### config.mk
export PLATFORM = sky130hd
export DESIGN_NAME = stack_with_key_removal_flat
export DESIGN_NICKNAME = d
export VERILOG_FILES = /design/src/hw/rtl/swkr_pkg.sv /design/src/hw/rtl/swkr_if.sv /design/src/hw/rtl/swkr_ram.sv /design/src/hw/rtl/swkr_ctrl.sv /design/src/hw/rtl/stack_with_key_removal.sv /design/src/flat_wrapper.sv
export SDC_FILE = /design/constraint.sdc
export NUM_CORES = 2
export LEC_CHECK = 0
export BUFFER_PORTS_ARGS = -buffer_cell sky130_fd_sc_hd__buf_2
export CAP_MARGIN = 20
export CORE_MARGIN = 1
export CORE_UTILIZATION = 49
export DETAILED_ROUTE_END_ITERATION = 10
export HOLD_SLACK_MARGIN = 0.1
export SLEW_MARGIN = 20
export SYNTH_ARGS = -nofsm -noshare
export SYNTH_HDL_FRONTEND = slang
export SYNTH_SLANG_ARGS = --single-unit
### constraint.sdc
create_clock -name clock -period 5.1 [get_ports clock]
set_input_delay 0.51 -clock clock [delete_from_list [all_inputs] [get_ports clock]]
set_output_delay 0.51 -clock clock [all_outputs]
set_load 0.02 [all_outputs]
### src/hw/rtl/swkr_pkg.sv
package swkr_pkg;

   localparam int VALUE_W  = 32;
   localparam int OP_W     = 2;
   localparam int STATUS_W = 2;
   localparam int COUNT_W  = 7;

   typedef enum logic [OP_W-1:0] {
      OP_PUSH   = 2'd0,
      OP_POP    = 2'd1,
      OP_REMOVE = 2'd2
   } op_type;

   typedef enum logic [STATUS_W-1:0] {
      ST_OK        = 2'd0,
      ST_UNDERFLOW = 2'd1,
      ST_OVERFLOW  = 2'd2
   } status_type;

   typedef enum logic {
      S_IDLE,
      S_SWEEP
   } state_type;

endpackage

### src/hw/rtl/swkr_if.sv
interface swkr_req_if;
   import swkr_pkg::*;

   logic                       valid;
   logic                       ready;
   logic [OP_W-1:0]            op;
   logic signed [VALUE_W-1:0]  value;

   modport source (output valid, output op, output value, input ready);
   modport sink (input valid, input op, input value, output ready);
endinterface

interface swkr_rsp_if;
   import swkr_pkg::*;

   logic                       valid;
   logic                       ready;
   logic signed [VALUE_W-1:0]  read_value;
   logic [STATUS_W-1:0]        status;
   logic                       is_empty;
   logic [COUNT_W-1:0]         fill_level;
   logic [COUNT_W-1:0]         removed_count;

   modport source (output valid, output read_value, output status, output is_empty,
                   output fill_level, output removed_count, input ready);
   modport sink (input valid, input read_value, input status, input is_empty,
                 input fill_level, input removed_count, output ready);
endinterface

### src/hw/rtl/swkr_ram.sv
module swkr_ram #(
   parameter int WIDTH = 32,
   parameter int DEPTH = 64
) (
   input  logic                     clock,
   input  logic                     we,
   input  logic [$clog2(DEPTH)-1:0] waddr,
   input  logic [WIDTH-1:0]         wdata,
   input  logic                     re,
   input  logic [$clog2(DEPTH)-1:0] raddr,
   output logic [WIDTH-1:0]         rdata
);
   logic [WIDTH-1:0] mem [DEPTH];
   logic [WIDTH-1:0] rdata_ff;

   always_ff @(posedge clock) begin
      if (we) begin
         mem[waddr] <= wdata;
      end
      if (re) begin
         rdata_ff <= mem[raddr];
      end
   end

   assign rdata = rdata_ff;
endmodule

### src/hw/rtl/swkr_ctrl.sv
module swkr_ctrl #(
   parameter int DEPTH = 64
) (
   input  logic                          clock,
   input  logic                          reset,
   swkr_req_if.sink                      req_chan,
   swkr_rsp_if.source                    rsp_chan,
   output logic                          mem_we,
   output logic [$clog2(DEPTH)-1:0]      mem_waddr,
   output logic [swkr_pkg::VALUE_W-1:0]  mem_wdata,
   output logic                          mem_re,
   output logic [$clog2(DEPTH)-1:0]      mem_raddr,
   input  logic [swkr_pkg::VALUE_W-1:0]  mem_rdata
);
   import swkr_pkg::*;

   localparam int AW = $clog2(DEPTH);
   localparam int LW = $clog2(DEPTH + 1);

   state_type        state_ff, state_in;
   logic [LW-1:0]    level_ff, level_in;
   logic [LW-1:0]    rd_ff, rd_in;
   logic [LW-1:0]    wr_ff, wr_in;
   logic [LW-1:0]    removed_ff, removed_in;
   logic [VALUE_W-1:0] key_ff, key_in;
   logic             cmp_v_ff, cmp_v_in;

   logic             rsp_valid_ff, rsp_valid_in;
   logic             rsp_pop_ff, rsp_pop_in;
   status_type       rsp_status_ff, rsp_status_in;
   logic [LW-1:0]    rsp_level_ff, rsp_level_in;
   logic [LW-1:0]    rsp_removed_ff, rsp_removed_in;

   logic             accept;
   logic [LW-1:0]    level_dec;

   assign level_dec = LW'(level_ff - 1'b1);
   assign req_chan.ready = (state_ff == S_IDLE) && (!rsp_valid_ff || rsp_chan.ready);
   assign accept = req_chan.valid && req_chan.ready;

   always_ff @(posedge clock) begin
      if (reset) begin
         state_ff     <= S_IDLE;
         level_ff     <= '0;
         cmp_v_ff     <= 1'b0;
         rsp_valid_ff <= 1'b0;
      end else begin
         state_ff     <= state_in;
         level_ff     <= level_in;
         cmp_v_ff     <= cmp_v_in;
         rsp_valid_ff <= rsp_valid_in;
      end
   end

   always_ff @(posedge clock) begin
      rd_ff          <= rd_in;
      wr_ff          <= wr_in;
      removed_ff     <= removed_in;
      key_ff         <= key_in;
      rsp_pop_ff     <= rsp_pop_in;
      rsp_status_ff  <= rsp_status_in;
      rsp_level_ff   <= rsp_level_in;
      rsp_removed_ff <= rsp_removed_in;
   end

   always_comb begin
      state_in       = state_ff;
      level_in       = level_ff;
      rd_in          = rd_ff;
      wr_in          = wr_ff;
      removed_in     = removed_ff;
      key_in         = key_ff;
      cmp_v_in       = 1'b0;
      rsp_valid_in   = rsp_valid_ff && !rsp_chan.ready;
      rsp_pop_in     = rsp_pop_ff;
      rsp_status_in  = rsp_status_ff;
      rsp_level_in   = rsp_level_ff;
      rsp_removed_in = rsp_removed_ff;
      mem_we         = 1'b0;
      mem_waddr      = level_ff[AW-1:0];
      mem_wdata      = req_chan.value;
      mem_re         = 1'b0;
      mem_raddr      = level_dec[AW-1:0];

      case (state_ff)
         S_IDLE: begin
            if (accept) begin
               // Every operation except a non-trivial remove answers in the next cycle.
               rsp_valid_in   = 1'b1;
               rsp_pop_in     = 1'b0;
               rsp_status_in  = ST_OK;
               rsp_removed_in = '0;
               case (req_chan.op)
                  OP_PUSH: begin
                     if (level_ff == LW'(DEPTH)) begin
                        rsp_status_in = ST_OVERFLOW;
                     end else begin
                        mem_we   = 1'b1;
                        level_in = LW'(level_ff + 1'b1);
                     end
                  end
                  OP_POP: begin
                     if (level_ff == '0) begin
                        rsp_status_in = ST_UNDERFLOW;
                     end else begin
                        mem_re     = 1'b1;
                        rsp_pop_in = 1'b1;
                        level_in   = level_dec;
                     end
                  end
                  OP_REMOVE: begin
                     if (level_ff != '0) begin
                        rsp_valid_in = 1'b0;
                        key_in       = req_chan.value;
                        rd_in        = '0;
                        wr_in        = '0;
                        removed_in   = '0;
                        state_in     = S_SWEEP;
                     end
                  end
                  default: begin
                  end
               endcase
               rsp_level_in = level_in;
            end
         end
         S_SWEEP: begin
            // Reads run one entry ahead of the compare; the write pointer never
            // passes the read pointer, so no entry is overwritten before it is read.
            if (rd_ff != level_ff) begin
               mem_re    = 1'b1;
               mem_raddr = rd_ff[AW-1:0];
               rd_in     = LW'(rd_ff + 1'b1);
               cmp_v_in  = 1'b1;
            end
            if (cmp_v_ff) begin
               if (mem_rdata == key_ff) begin
                  removed_in = LW'(removed_ff + 1'b1);
               end else begin
                  mem_we    = 1'b1;
                  mem_waddr = wr_ff[AW-1:0];
                  mem_wdata = mem_rdata;
                  wr_in     = LW'(wr_ff + 1'b1);
               end
            end else if (rd_ff == level_ff) begin
               level_in       = wr_ff;
               rsp_valid_in   = 1'b1;
               rsp_pop_in     = 1'b0;
               rsp_status_in  = ST_OK;
               rsp_level_in   = wr_ff;
               rsp_removed_in = removed_ff;
               state_in       = S_IDLE;
            end
         end
         default: begin
            state_in = S_IDLE;
         end
      endcase
   end

   assign rsp_chan.valid         = rsp_valid_ff;
   assign rsp_chan.read_value    = rsp_pop_ff ? signed'(mem_rdata) : '0;
   assign rsp_chan.status        = rsp_status_ff;
   assign rsp_chan.is_empty      = (rsp_level_ff == '0);
   assign rsp_chan.fill_level    = COUNT_W'(rsp_level_ff);
   assign rsp_chan.removed_count = COUNT_W'(rsp_removed_ff);
endmodule

### src/hw/rtl/stack_with_key_removal.sv
// Bounded last-in-first-out stack of signed 32-bit words with a remove-key
// operation that deletes every entry equal to a key and keeps the rest in order.
// Requests arrive on req_chan (op, value); every request yields exactly one beat
// on rsp_chan with read_value, status, is_empty, fill_level and removed_count.
// Push, pop and unused op codes give their result in the cycle after acceptance,
// and with rsp_chan.ready held high the block takes one such request per cycle.
// Remove-key sweeps the stored entries through the single entry memory, one
// entry per cycle, and req_chan.ready stays low until the sweep ends. A remove
// on an empty stack answers in the cycle after acceptance.
// Overflow and underflow are flagged in status and leave the stack unchanged.
// A result waits in the output register while rsp_chan.ready is low; a new
// request is taken in the same cycle as the waiting beat leaves, not before.
// Synchronous reset empties the stack and drops any pending result; the entry
// memory itself is not cleared, as only entries below the fill level are read.
module stack_with_key_removal #(
   parameter int DEPTH = 64
) (
   input  logic       clock,
   input  logic       reset,
   swkr_req_if.sink   req_chan,
   swkr_rsp_if.source rsp_chan
);
   import swkr_pkg::*;

   localparam int AW = $clog2(DEPTH);

   logic               mem_we;
   logic [AW-1:0]      mem_waddr;
   logic [VALUE_W-1:0] mem_wdata;
   logic               mem_re;
   logic [AW-1:0]      mem_raddr;
   logic [VALUE_W-1:0] mem_rdata;

   swkr_ctrl #(
      .DEPTH (DEPTH)
   ) u_ctrl (
      .clock     (clock),
      .reset     (reset),
      .req_chan  (req_chan),
      .rsp_chan  (rsp_chan),
      .mem_we    (mem_we),
      .mem_waddr (mem_waddr),
      .mem_wdata (mem_wdata),
      .mem_re    (mem_re),
      .mem_raddr (mem_raddr),
      .mem_rdata (mem_rdata)
   );

   swkr_ram #(
      .WIDTH (VALUE_W),
      .DEPTH (DEPTH)
   ) u_entries (
      .clock (clock),
      .we    (mem_we),
      .waddr (mem_waddr),
      .wdata (mem_wdata),
      .re    (mem_re),
      .raddr (mem_raddr),
      .rdata (mem_rdata)
   );
endmodule

### src/flat_wrapper.sv
// flat-port wrapper written by rule: the top's interface ports become plain ports
module stack_with_key_removal_flat import swkr_pkg::*;
#(
   parameter int DEPTH = 64
)
  (clock, reset, req_chan_valid, req_chan_op, req_chan_value, req_chan_ready, rsp_chan_valid, rsp_chan_read_value, rsp_chan_status, rsp_chan_is_empty, rsp_chan_fill_level, rsp_chan_removed_count, rsp_chan_ready);
  swkr_req_if req_chan_i ();
  swkr_rsp_if rsp_chan_i ();
  input  logic clock;
  input  logic reset;
  input wire logic [$bits(req_chan_i.valid)-1:0] req_chan_valid;
  input wire logic [$bits(req_chan_i.op)-1:0] req_chan_op;
  input wire logic [$bits(req_chan_i.value)-1:0] req_chan_value;
  output wire logic [$bits(req_chan_i.ready)-1:0] req_chan_ready;
  output wire logic [$bits(rsp_chan_i.valid)-1:0] rsp_chan_valid;
  output wire logic [$bits(rsp_chan_i.read_value)-1:0] rsp_chan_read_value;
  output wire logic [$bits(rsp_chan_i.status)-1:0] rsp_chan_status;
  output wire logic [$bits(rsp_chan_i.is_empty)-1:0] rsp_chan_is_empty;
  output wire logic [$bits(rsp_chan_i.fill_level)-1:0] rsp_chan_fill_level;
  output wire logic [$bits(rsp_chan_i.removed_count)-1:0] rsp_chan_removed_count;
  input wire logic [$bits(rsp_chan_i.ready)-1:0] rsp_chan_ready;
  assign req_chan_i.valid = req_chan_valid;
  assign req_chan_i.op = req_chan_op;
  assign req_chan_i.value = req_chan_value;
  assign req_chan_ready = req_chan_i.ready;
  assign rsp_chan_valid = rsp_chan_i.valid;
  assign rsp_chan_read_value = rsp_chan_i.read_value;
  assign rsp_chan_status = rsp_chan_i.status;
  assign rsp_chan_is_empty = rsp_chan_i.is_empty;
  assign rsp_chan_fill_level = rsp_chan_i.fill_level;
  assign rsp_chan_removed_count = rsp_chan_i.removed_count;
  assign rsp_chan_i.ready = rsp_chan_ready;
  stack_with_key_removal #(.DEPTH(DEPTH)) u_core (.clock(clock), .reset(reset), .req_chan(req_chan_i), .rsp_chan(rsp_chan_i));
endmodule
==> results.yml <==
clocking:
  cts-hold-fix-buffers: 35
  htree_num_levels: 4
  insertion_delay_ps: 870
  cts_setup_buffers: 0
  root_buffer: "clkbuf_16"
  numCtsBuffers: 215
  cts_tree: "yes"
  cts.repair.resized: 0
  clkTransAtPathRegs_ps: 60
  cts_sinks: 2160
  ctsLongestPathBuffers: 3
die:
  row_count: 155
  die-area_um2: 181000
  io_pins: 89
  core_area_um2: 178000
  start_util: 0.493
  dieWidth_um: 426
  die_h_um: 426
cells_and_area:
  drive_gt1_frac: 0.154
  final_cell_count_no_fill: 8712
  final_core_util: 0.566
  num-fill-cells: 14026
  area_growth_pct: 14.8
  fin_nets: 6217
pwr:
  p_seq_frac: 0.398
  clkPwrFrac: 0.307
  power.static_leakage_uw: 0.0339
  comb_power_share: 0.296
  vdd_drop_max_uv: 338
  internal_power_uw: 33600
  switching_share: 0.334
  powerDensity_nw_per_um2: 500
  p_sw_uw: 16900
yosys:
  synthesis.instances: 5896
  synth.cell_area_um2: 87900
  synth_cell_types: 74
  synthTopCellsByArea: "edfxtp_1 73%, mux2i_1 6.5%, nand2_1 4.5%"
  synth_edf_count: 2150
  syn-num-nets: 5939
  ys_seq_area_frac: 0.736
  synthFlopType: "edfxtp_1"
  syn_avg_cell_area_um2: 14.9
  async_flop_share: 0
  synth_seq_cells: 2160
  synth_top_area_frac: 0.734
  ys_warn_count: 0
  synth_top_cell_by_area: "edfxtp_1"
timing:
  setup_viol: 0
  worst_pin_slew_ps: 1230
  timing.setup.tns_ps: 0
  fmax_mhz: 217
  hold_viol: 0
  fin_crit_sh: 0.905
  slew_violations: 0
  final.min_clock_period_ps: 4620
  rsz0062_at_grt: "no"
  finClkSkew_ps: 56.8
  slew-limit-headroom: 0.181
worst_hold_path:
  hold_class: "primary input to register"
route:
  drt_first_iter_violations: 6413
  ant_nets: 0
  drtPass1Iterations: 6
  vias_per_cell: 6.09
  wl_per_cell_um: 30.2
  drc: 0
  vias: 53029
  finalWirelength_um: 263000
global_route:
  grt_overflow: 0
  grt_pass1_vias: 50872
  grt_pass1_wl_um: 373000
  antenna_found_initial: 11
  track_usage: 0.289
  grt_max_degree: 108
placed_design:
  portBuffers: 88
  post-place-cells: 8277
  dp_hpwl_um: 154000
  finalWeightedCongestion: 0.848
critical_path:
  criticalPathCategory: "register to register"
  start_kind: "register"
  cp_data_required_time_ps: 5670
  cp.arrival_ps: 5190
  path_max_fanout: 44
  end_kind: "register"
flow_run:
  cap_violations: 0
status:
  status: "complete, no violations"
[worst max-delay path, cell delays in order (launching register included)]
cell and delay [ps]:
dfxtp_1 540, inv_1 190, ha_1 390, inv_1 90, o22ai_1 80, o21bai_2 260
nor2_4 480, buf_12 250, buf_12 150, buf_4 560, mux2i_1 160, mux2_2 300
o211ai_1 640, a2111oi_2 150
[area by class of cell]
class	instances	area, um^2	share of cell area
antenna	1	2.50	0.0000248
clock buffer	268	5660	0.0561
clock inverter	131	1200	0.0119
inverter	60	225	0.00223
multi-input combinational	3299	21800	0.216
sequential	2160	64800	0.642
tap	2355	2950	0.0292
timing repair buffer	438	4370	0.0433
[final timing paths]
| check | startpoint | slack (ps) | cells after the start | end |
|---|---|---|---|---|
| min reg2reg | u_core.u_ctrl.removed_ff[6]$_SDFFCE_PN0P_ | 590 | 1 | u_core.u_ctrl.rsp_chan.removed_count[6]$_SDFFCE_PN0P_ |
| min | req_chan_op[0] | 170 | 2 | u_core.u_ctrl.rsp_chan.status[1]$_SDFFCE_PP0P_ |
| max | u_core.u_ctrl.level_ff[0]$_SDFFE_PP0P_ | 480 | 13 | u_core.u_entries.rdata[27]$_DFFE_PP_ |
| max reg2reg | u_core.u_ctrl.level_ff[0]$_SDFFE_PP0P_ | 480 | 13 | u_core.u_entries.rdata[27]$_DFFE_PP_ |
[metal layers]
layer | vias to the layer above | share of wire | track usage
met2 | 2463 | 0.47 | 0.455
li1 | 22984 | - | -
met3 | 435 | 0.088 | 0.0529
met5 | - | 0.00011 | 0
met1 | 27143 | 0.40 | 0.397
met4 | 4 | 0.043 | 0.118
[cell usage after synthesis (70+ instances only)]
cell type  instances
a21oi_1           79
and3_1           166
buf_2             78
clkbuf_1         197
edfxtp_1        2150
mux2_2           158
mux2i_1          568
nand2_1         1058
nand3_1          447
nor2_1           106
o211ai_1         140
o21ai_0           70
[metrics by stage]
stage                     cell area, um^2  hold WS (ps)  power [uW]  setup slack (ps)
after CTS                          101000           118       50500               569
after floorplan                     87900           501       28900               517
after global routing               101000           175       52000               250
after detailed placement            93700           526       35200               569
after global placement              93700           518       35000               612
final                              101000           172       50400               484
[kinds of logic after synthesis]
logic type / Yosys count / share of synthesized area
flip-flops: 2160 / 0.736
AND/OR/NAND/NOR: 1943 / 0.0988
multiplexers: 727 / 0.0850
AO/OA/AOI/OAI: 564 / 0.0498
buffers and inverters: 437 / 0.0231
XOR/XNOR: 60 / 0.00615
adder cells (fa/ha/maj): 5 / 0.000711
[power groups by stage]
stage	clock network (uW)	registers (uW)	logic [uW]
CTS	15700	20000	14800
global placement	0	20400	14600
global route	16300	20000	15600
detailed placement	0	20400	14700
finish	15500	20000	14900
floorplan	0	20300	8600
[cell usage in the layout, fill, tap and decap left out, types with 60 or more instances in the layout]
cell type  count
a21oi_1       78
and3_1       166
buf_12        97
buf_2         88
buf_4        218
clkbuf_16    219
clkinv_1      63
edfxtp_1    2150
inv_1         60
mux2_2       157
mux2i_1      566
nand2_1     1058
nand3_1      447
nor2_4        67
o211ai_1     140
o21ai_0       69
[state kept, by name, indices dropped and copies added (netlist names)]
signal	flops
u_core.u_ctrl.rsp_chan.valid	1
u_core.u_ctrl.rsp_chan.removed_count	7
u_core.u_ctrl.state_ff	1
u_core.u_entries.mem	2048
u_core.u_ctrl.rsp_chan.status	2
u_core.u_ctrl.level_ff	7
u_core.u_ctrl.rd_ff	7
u_core.u_ctrl.wr_ff	7
u_core.u_ctrl.key_ff	32
u_core.u_ctrl.cmp_v_ff	1
u_core.u_entries.rdata	32
u_core.u_ctrl.removed_ff	7
u_core.u_ctrl.rsp_pop_ff	1
u_core.u_ctrl.rsp_chan.fill_level	7
Note: power is estimated with default switching activity, not from simulation.
